**src/hw/rtl/dles_pkg.sv**
```systemverilog
package dles_pkg;

   localparam int unsigned ACTION_W   = 3;
   localparam int unsigned VALUE_W    = 32;
   localparam int unsigned POSITION_W = 6;
   localparam int unsigned RDATA_W    = 32;
   localparam int unsigned COUNT_W    = 7;
   localparam int unsigned STATUS_W   = 2;

   localparam int unsigned REQ_BITS   = ACTION_W + VALUE_W + POSITION_W;
   localparam int unsigned REQ_TDATA_W = ((REQ_BITS + 7) / 8) * 8;
   localparam int unsigned RSP_BITS   = RDATA_W + COUNT_W + STATUS_W;
   localparam int unsigned RSP_TDATA_W = ((RSP_BITS + 7) / 8) * 8;

   localparam logic [ACTION_W-1:0] ACT_ADD_FRONT = 3'd0;
   localparam logic [ACTION_W-1:0] ACT_ADD_BACK  = 3'd1;
   localparam logic [ACTION_W-1:0] ACT_REM_FRONT = 3'd2;
   localparam logic [ACTION_W-1:0] ACT_REM_BACK  = 3'd3;
   localparam logic [ACTION_W-1:0] ACT_READ      = 3'd4;

   localparam logic [STATUS_W-1:0] STAT_OK    = 2'd0;
   localparam logic [STATUS_W-1:0] STAT_FULL  = 2'd1;
   localparam logic [STATUS_W-1:0] STAT_EMPTY = 2'd2;
   localparam logic [STATUS_W-1:0] STAT_RANGE = 2'd3;

   typedef enum logic [2:0] {
      CELL_HOLD,
      CELL_PUSH_FRONT,
      CELL_POP_FRONT,
      CELL_WRITE,
      CELL_SCAN_LOAD,
      CELL_SCAN_SHIFT
   } cell_op_type;

endpackage

```
**src/hw/rtl/dles_cell.sv**
```systemverilog
module dles_cell #(
   parameter int unsigned DATA_WIDTH = 32,
   parameter int unsigned IDX_W      = 6,
   parameter int unsigned INDEX      = 0
) (
   input  logic                    clock,
   input  dles_pkg::cell_op_type   op,
   input  logic [IDX_W-1:0]        wr_index,
   input  logic [DATA_WIDTH-1:0]   new_word,
   input  logic [DATA_WIDTH-1:0]   prev_word,
   input  logic [DATA_WIDTH-1:0]   next_word,
   input  logic [DATA_WIDTH-1:0]   next_scan,
   output logic [DATA_WIDTH-1:0]   data_out,
   output logic [DATA_WIDTH-1:0]   scan_out
);

   logic [DATA_WIDTH-1:0] data_ff, data_in;
   logic [DATA_WIDTH-1:0] scan_ff, scan_in;

   always_comb begin
      data_in = data_ff;
      scan_in = scan_ff;
      case (op)
         dles_pkg::CELL_PUSH_FRONT: data_in = prev_word;
         dles_pkg::CELL_POP_FRONT:  data_in = next_word;
         dles_pkg::CELL_WRITE: begin
            if (wr_index == IDX_W'(INDEX)) begin
               data_in = new_word;
            end
         end
         dles_pkg::CELL_SCAN_LOAD:  scan_in = data_ff;
         dles_pkg::CELL_SCAN_SHIFT: scan_in = next_scan;
         default: ;
      endcase
   end

   always_ff @(posedge clock) begin
      data_ff <= data_in;
      scan_ff <= scan_in;
   end

   assign data_out = data_ff;
   assign scan_out = scan_ff;

endmodule

```
**config.mk**
```make
export PLATFORM = sky130hd
export DESIGN_NAME = dles_cell
export DESIGN_NICKNAME = d
export VERILOG_FILES = /design/src/hw/rtl/dles_pkg.sv /design/src/hw/rtl/dles_cell.sv
export SDC_FILE = /design/constraint.sdc
export NUM_CORES = 1
export LEC_CHECK = 0
export ABC_AREA = 1
export BUFFER_PORTS_ARGS = -buffer_cell sky130_fd_sc_hd__buf_4
export CORE_UTILIZATION = 39
export CTS_BUF_LIST = sky130_fd_sc_hd__clkbuf_4 sky130_fd_sc_hd__clkbuf_8
export CTS_CLUSTER_SIZE = 16
export DETAILED_ROUTE_END_ITERATION = 10
export GPL_TIMING_DRIVEN = 0
export MAX_ROUTING_LAYER = met4
export PLACE_DENSITY = 0.83
export RECOVER_POWER = 100
export SETUP_SLACK_MARGIN = 0.05
export SYNTH_ARGS = -nofsm -noshare
export SYNTH_HDL_FRONTEND = slang
export SYNTH_SLANG_ARGS = --single-unit
export TNS_END_PERCENT = 10
```
**constraint.sdc**
```tcl
create_clock -name clock -period 2.1 [get_ports clock]
set_clock_uncertainty 0.2 [all_clocks]
set_input_delay 0.21 -clock clock [delete_from_list [all_inputs] [get_ports clock]]
set_output_delay 0.21 -clock clock [all_outputs]
set_load 0.05 [all_outputs]
```
==> results.toml, run 1 <==
[flow_run]
drv_cap = 0

[worst_setup_path]
path_delay_family = "simple AND/OR/NAND/NOR gates"
cp_max_fo = 32
crit_chain = "clkbuf_2 -> nand2_2 -> nor2_2 -> buf_6 -> nand4_1 -> nand2_4"
cp-end-kind = "flop"
timing.rr.end = "scan_out[2]"
cp-startpoint = "op[0]"
cpPeakStageDelay_ns = 0.39
reg2reg_slack_ns = 1.00
cpMaxStageDelayCell = "nand2_4"
r2r_start = "data_out[2]"
worstSetupPathType = "in -> reg"
critical_path.endpoint = "data_out[25]"
cp.required_ns = 1.88
reg2regPathDepth = 2
crit_path_start_kind = "primary input"
crit_buf_inv = 2
arrival_ns = 1.67
cp.depth = 6

[final_layout]
final_core_util = 0.739
drive_above_1_share = 0.273
fin_area_mm2 = 0.00548
nets = 756
area_growth_pct = 79.6

[global_routing]
grt_pass1_wl_mm = 18.9
antenna_found_initial = 1
grt_use_total = 0.315
grt_pass1_vias = 3871
grt_max_degree = 42
gr-total-overflow = 0

[sta]
finalMaxSlewViolations = 0
slew-limit-headroom = 0.371
fin_ws_ns = 0.203
worstMarginPinSlew_ns = 0.943
finalCritPeriodShare = 0.903
final.setup.tns_ns = 0
hold_viol = 0
setup_viol = 0
rsz0062_at_grt = "no"
max_freq_ghz = 0.527
min_period_ns = 1.90

[outcome]
outcome = "finished, final reports clean"

[synthesis]
synthTopCellsByArea = "edfxtp_1 63%, nand2_1 20%, nand3_1 11%"
synth_seq_area_share = 0.631
netlist_area_mm2 = 0.00305
syn_inst = 321
yosysWarnings = 0
synth_cell_types = 15
synth_nets = 459
synth_top_cell_by_area = "edfxtp_1"
avgSynthCellArea_um2 = 9.50
synth_top_area_frac = 0.631
ys_ff_latch = 64

[clock_network]
cts.sinks = 64
clk_latency_ns = 0.33
numCtsBuffers = 9
cts_root_buf = "clkbuf_8"
htree_levels = 3
clockBufferDepth = 2
cts_tree = "done"
clk_pin_slew_worst_paths_ns = 0.07
cts_setup_buffers = 0

[placed_design]
io_buffers = 200
gp_congestion = 0.920
hpwl_mm = 8.01
placed_area_mm2 = 0.00468
dp_slack_ns = -0.192

[drt]
dr.pass1.iters = 5
ant_nets = 0
drt-initial-drc-count = 124
wl_per_cell_um = 17.4
drc_errors = 0
vias_per_cell = 5.15
vias = 3727
drt-total-wl_mm = 12.6

[power_and_ir_drop]
powerDensity_mw_per_mm2 = 659
ir_worst_vdd_uv = 320
power_leakage_nw = 2.44

[floorplan]
die_w_um = 90.4
start_util = 0.411
die_y_um = 90.4
die-area_mm2 = 0.00817
coreArea_mm2 = 0.00741
io_pins = 202
num_rows = 31

[min_path]
hold_path_class = "in -> reg"
holdPathStages = 3
[where the power goes]
part	switching (W)	internal [W]	total [W]
Combinational	0.000601	0.000392	0.000993
Clock	0.000454	0.000583	0.00104
Sequential	0.0000463	0.00153	0.00158
Total	0.00110	0.00251	0.00361
[synth_stat cells, drive strengths merged]
cell / count
o21ai: 1
nand4: 1
a21oi: 1
inv: 1
nor2: 6
nand3: 64
buf: 17
clkbuf: 2
edfxtp: 64
nand2: 164
[stage by stage]
stage                     hold slack, ns  instances  total power [W]
after floorplan                    0.200        321          0.00208
after global placement             0.288        620          0.00248
after detailed placement           0.290        620          0.00250
after CTS                       0.000939        721          0.00367
after global routing             0.00602        723          0.00374
final                             0.0113        723          0.00361
[per-layer routing]
| layer | up-vias | routed length, µm | global-route usage |
|---|---|---|---|
| met1 | 1731 | 4450 | 0.321 |
| met5 | - | 0 | - |
| met3 | 76 | 728 | 0.0572 |
| met2 | 245 | 6530 | 0.545 |
| met4 | 0 | 872 | 0.227 |
| li1 | 1675 | - | - |
[cell usage in the layout (no fill, tap or decap), drive strengths merged]
cell type / instances
nand4: 1
edfxtp: 64
nand3: 64
bufinv: 1
a21oi: 1
nand2: 164
nor2: 6
dlygate4sd3: 86
diode: 1
buf: 143
o21ai: 1
clkbuf: 88
inv: 1
clkinv: 3
[logic make-up after synthesis]
logic type / count (synthesis) / share of synthesized area
AND/OR/NAND/NOR: 235 / 0.326
flip-flops: 64 / 0.631
buffers and inverters: 20 / 0.0398
AO/OA/AOI/OAI: 2 / 0.00328
[area by class of cell]
class,count,area (µm²)
Antenna cell,1,2.50
Buffer,19,109
Clock buffer,12,146
Clock inverter,4,45.0
Fill cell,581,1930
Inverter,1,3.75
Multi-Input combinational cell,237,1000
Sequential cell,64,1920
Tap cell,99,124
Timing Repair Buffer,286,2120
[what timing repair did]
item	in CTS	in global routing
endpoints found under the setup margin	0	16
hold buffers	85	1
resized for setup	0	1
hold endpoints to repair	56	1
[flip-flops by register name (all words and copies together), names as in the netlist]
register / cells
scan_out: 32
data_out: 32
[worst min-delay path by stage]
stage	from	to	slack, ns
after global routing	next_scan[6]	scan_out[6]	0.006
after global placement	next_word[14]	data_out[14]	0.29
after CTS	next_word[16]	data_out[16]	0.0009
after floorplan	next_word[0]	data_out[0]	0.20
after detailed placement	next_word[27]	data_out[27]	0.29
final	next_scan[5]	scan_out[5]	0.01
[worst register-to-register path, cell delays in order, from the launching register on]
cell and delay (ns):
edfxtp_1 0.43, nand2_1 0.15, nand2_1 0.07
(Power assumes the default switching activity.)
==> run 2: changes to the inputs <==
GPL_TIMING_DRIVEN = not set   (was 0)
==> run 2 against run 1 <==
Global-route usage shrank 0.48 points. Largest cell class unchanged. Die area is the same. Clock power shrank 14%. Combinational power shrank 0.4%. Sequential power is essentially flat. Via count shrank 2.6%. Sequential share of layout area grew 0.056 points. Critical path type unchanged. Worst hold slack gained 0.0088 ns. Cell area shrank 0.16%. Non-clock buffer count shrank 2. Critical path depth is the same.
==> results.toml, run 2 (synthesized netlist as in run 1, its figures left out) <==
[outcome]
outcome = "finished, final reports clean"

[final_layout]
area_growth_pct = 79.4
nets = 754
final_common_cell = "nand2_1"
layout_common_cells = "161 x nand2_1, 142 x buf_4, 93 x dlygate4sd3_1"
drive_above_1_share = 0.264

[placed_design]
hpwl_mm = 7.48
dp_slack_ns = 0.482
gp_congestion = 0.901
io_buffers = 201

[global_routing]
grt_pass1_vias = 3803
grt_pass1_wl_mm = 18.8
grt_max_degree = 41
grt_use_total = 0.310
gr-total-overflow = 0
antenna_found_initial = 1

[sta]
hold_viol = 0
slew-limit-headroom = 0.211
max_freq_ghz = 0.545
min_period_ns = 1.83
worstMarginPinSlew_ns = 1.18
rsz0062_at_grt = "no"
setup_viol = 0
finalMaxSlewViolations = 0
finalCritPeriodShare = 0.873
fin_ws_ns = 0.266
final.setup.tns_ns = 0

[power_and_ir_drop]
pwr-share-comb = 0.285
swShare = 0.323
ir_worst_vdd_uv = 315
p_int_w = 0.00235
p_switching_w = 0.00112
power_leakage_nw = 2.42
clkPwrFrac = 0.259
powerDensity_mw_per_mm2 = 634
seqPwrFrac = 0.456

[floorplan]
io_pins = 202
num_rows = 31
die-area_mm2 = 0.00817
start_util = 0.411
coreArea_mm2 = 0.00741
die_y_um = 90.4
die_w_um = 90.4

[worst_setup_path]
arrival_ns = 1.82
crit_path_start_kind = "primary input"
cp.required_ns = 2.09
cp_max_fo = 24
cpPeakStageDelay_ns = 0.90
crit_chain = "buf_4 -> inv_2 -> nor2_1 -> clkbuf_1 -> nand3_1 -> nand2_1"
cp-end-kind = "flop"
path_delay_family = "buffers and inverters"
reg2reg_slack_ns = 1.01
cpMaxStageDelayCell = "clkbuf_1"
crit_buf_inv = 3
worstSetupPathType = "in -> reg"

[clock_network]
cts.sinks = 64
cts_root_buf = "clkbuf_8"
clk_latency_ns = 0.33
cts_setup_buffers = 0
htree_levels = 3
clockBufferDepth = 2
clk_pin_slew_worst_paths_ns = 0.07
cts_tree = "done"
post_cts_resized = 0
numCtsBuffers = 9

[drt]
vias = 3631
dr.pass1.iters = 4
drt-initial-drc-count = 206
drc_errors = 0
drt-total-wl_mm = 12.2
ant_nets = 0
vias_per_cell = 5.04
wl_per_cell_um = 16.9

[flow_run]
drv_cap = 0

[min_path]
hold_path_class = "in -> reg"
## run 2: worst paths after layout
kind,startpoint,to,cells after the start
setup / recovery,op[2],scan_out[9],6
setup reg to reg,data_out[3],scan_out[3],2
hold reg to reg,data_out[31],scan_out[31],2
hold / removal,next_scan[18],scan_out[18],3
## run 2: worst reg2reg max path, delay by kind of cell, from the launching register on
family	cells	cell delay, ns
flops	1	0.46
simple gates	2	0.18
## run 2: layout make-up
class / count / area (µm²)
Antenna cell: 1 / 2.50
Clock buffer: 9 / 124
Clock inverter: 7 / 38.8
Fill cell: 563 / 1940
Inverter: 1 / 3.75
Multi-Input combinational cell: 237 / 997
Sequential cell: 64 / 1920
Tap cell: 99 / 124
Timing Repair Buffer: 303 / 2250
## run 2: stage by stage
step	area, µm²	hold WS (ns)	utilization	instances	power [W]
floorplan	3050	0.200	-	321	0.00208
global placement	4630	0.288	0.625	611	0.00246
detailed placement	4630	0.290	0.625	611	0.00248
CTS	5710	0.000417	0.770	718	0.00352
global route	5470	0.00274	0.738	721	0.00360
finish	5470	0.0201	0.738	721	0.00346
## run 2: repair_timing
action / in CTS / in global routing
hold buffers: 91 / 2
setup endpoints to repair: 0 / 0
endpoints found under the hold margin: 61 / 1
## run 2: routing by layer
layer / track usage / vias up / wire, µm
li1: - / 1673 / -
met1: 0.317 / 1717 / 4490
met2: 0.561 / 183 / 6530
met3: 0.0606 / 58 / 555
met4: 0.163 / 0 / 617
met5: - / - / 0
## run 2: power groups by stage
stage / clock network [W] / registers, W / logic [W]
after global routing: 0.000966 / 0.00159 / 0.00104
after floorplan: 0 / 0.00190 / 0.000184
after CTS: 0.000902 / 0.00158 / 0.00104
after detailed placement: 0 / 0.00160 / 0.000877
after global placement: 0 / 0.00160 / 0.000857
final: 0.000896 / 0.00158 / 0.000989
==> run 3: changes to the inputs <==
--- a/config.mk
+++ b/config.mk
@@ -12,4 +12,5 @@
 export CTS_CLUSTER_SIZE = 16
 export DETAILED_ROUTE_END_ITERATION = 10
+export HOLD_SLACK_MARGIN = 0.15
 export MAX_ROUTING_LAYER = met4
 export PLACE_DENSITY = 0.83
--- a/constraint.sdc
+++ b/constraint.sdc
@@ -3,3 +3,3 @@
 set_input_delay 0.21 -clock clock [delete_from_list [all_inputs] [get_ports clock]]
 set_output_delay 0.21 -clock clock [all_outputs]
-set_load 0.05 [all_outputs]
+set_load 0.02 [all_outputs]
==> run 3 against run 2 <==
Sequential share of layout area fell by 0.19 points. Via count rose by 0.63%. Maximum frequency rose by 1.1%. Critical endpoint is now data_out[30]. Largest cell class unchanged.
==> results.toml, run 3 (synthesized netlist as in run 1, its figures left out) <==
[outcome]
outcome = "finished, final reports clean"

[final_layout]
multi_input_area_um2 = 997
final_core_util = 0.742
nets = 757
final_common_cell = "nand2_1"
register_area_mm2 = 0.00192
layout_common_cells = "161 x nand2_1, 142 x buf_4, 96 x dlygate4sd3_1"
drive_above_1_share = 0.263
fillerInstances = 565
area_growth_pct = 80.3

[placed_design]
hpwl_mm = 7.48
io_buffers = 201
gp_congestion = 0.901

[sta]
worstMarginPinSlew_ns = 1.16
finalCritPeriodShare = 0.863
min_period_ns = 1.81
hold_viol = 0
setup_viol = 0
rsz0062_at_grt = "no"
slew-limit-headroom = 0.227
max_freq_ghz = 0.552
finalMaxSlewViolations = 0
final.setup.tns_ns = 0

[drt]
vias = 3654
wl_per_cell_um = 16.8
drt-total-wl_mm = 12.2
ant_nets = 0
drt-initial-drc-count = 194
vias_per_cell = 5.05
drc_errors = 0
dr.pass1.iters = 5

[worst_setup_path]
cp.required_ns = 2.10
cp_max_fo = 32
crit_path_start_kind = "primary input"
worstSetupPathType = "in -> reg"
cp-end-kind = "flop"
arrival_ns = 1.81
reg2reg_slack_ns = 1.01

[clock_network]
clockBufferDepth = 2
clk_latency_ns = 0.34
clk_pin_slew_worst_paths_ns = 0.08
cts_root_buf = "clkbuf_8"
htree_levels = 3
cts.sinks = 64
cts_tree = "done"
post_cts_resized = 0
numCtsBuffers = 9

[floorplan]
coreArea_mm2 = 0.00741
die_y_um = 90.4
die_w_um = 90.4
num_rows = 31
die-area_mm2 = 0.00817
start_util = 0.411
io_pins = 202

[global_routing]
grt_pass1_wl_mm = 18.9
antenna_found_initial = 1
gr-total-overflow = 0
grt_max_degree = 41
grt_pass1_vias = 3830
grt_use_total = 0.312

[min_path]
hold_path_class = "in -> reg"

[power_and_ir_drop]
power_leakage_nw = 2.44
ir_worst_vdd_uv = 306
powerDensity_mw_per_mm2 = 596

[flow_run]
drv_cap = 0
-- run 3: changes by cell type in the layout (fill, tap and decap cells not counted) --
cell	delta
dlygate4sd3_1	+3
-- run 3: path summary, 6_finish.rpt --
path | start | endpoint | cells past startpoint
min | op[0] | scan_out[21] | 3
max reg2reg | data_out[3] | scan_out[3] | 2
max | op[0] | data_out[30] | 7
min reg2reg | data_out[31] | scan_out[31] | 2
-- run 3: what timing repair did --
action / CTS / global route
hold endpoints to repair: 64 / 0
setup buffers: 0 / 0
setup endpoints to repair: 0 / 0
hold buffers: 96 / 0
-- run 3: worst max-delay path, stage by stage --
cell and delay [ns]:
buf_4 0.22, nand2_1 0.14, nor2_4 0.11, buf_4 0.35, nand2_1 0.10, nand3_1 0.11, dlygate4sd3_1 0.56
-- run 3: area by class of cell --
type | count | area share
Clock inverter | 7 | 0.00706
Antenna cell | 1 | 0.000455
Inverter | 1 | 0.000683
Clock buffer | 9 | 0.0225
Sequential cell | 64 | 0.350
Multi-Input combinational cell | 237 | 0.181
Timing Repair Buffer | 306 | 0.416
Tap cell | 99 | 0.0225
-- run 3: routing by layer --
| layer | GRT usage | share of wire | up-vias |
|---|---|---|---|
| met2 | 0.557 | 0.53 | 203 |
| met3 | 0.0690 | 0.058 | 60 |
| li1 | - | - | 1678 |
| met1 | 0.318 | 0.36 | 1713 |
| met4 | 0.167 | 0.052 | 0 |
| met5 | - | 0 | - |
-- run 3: stage by stage --
| step | cells | power [W] | hold slack [ns] | worst slack, ns | instance area (µm²) |
|---|---|---|---|---|---|
| after global routing | 724 | 0.00341 | 0.176 | 0.149 | 5500 |
| after global placement | 611 | 0.00226 | 0.288 | 0.539 | 4630 |
| after detailed placement | 611 | 0.00228 | 0.290 | 0.482 | 4630 |
| final | 724 | 0.00328 | 0.181 | 0.287 | 5500 |
| after floorplan | 321 | 0.00189 | 0.200 | 0.235 | 3050 |
| after CTS | 723 | 0.00333 | 0.159 | 0.388 | 5760 |
-- run 3: power breakdown --
part / leakage [nW] / internal [W] / total, W / switching, W
logic: 1.75 / 0.000404 / 0.000801 / 0.000397
clock network: 0.0838 / 0.000415 / 0.000897 / 0.000482
registers: 0.599 / 0.00153 / 0.00158 / 0.0000478
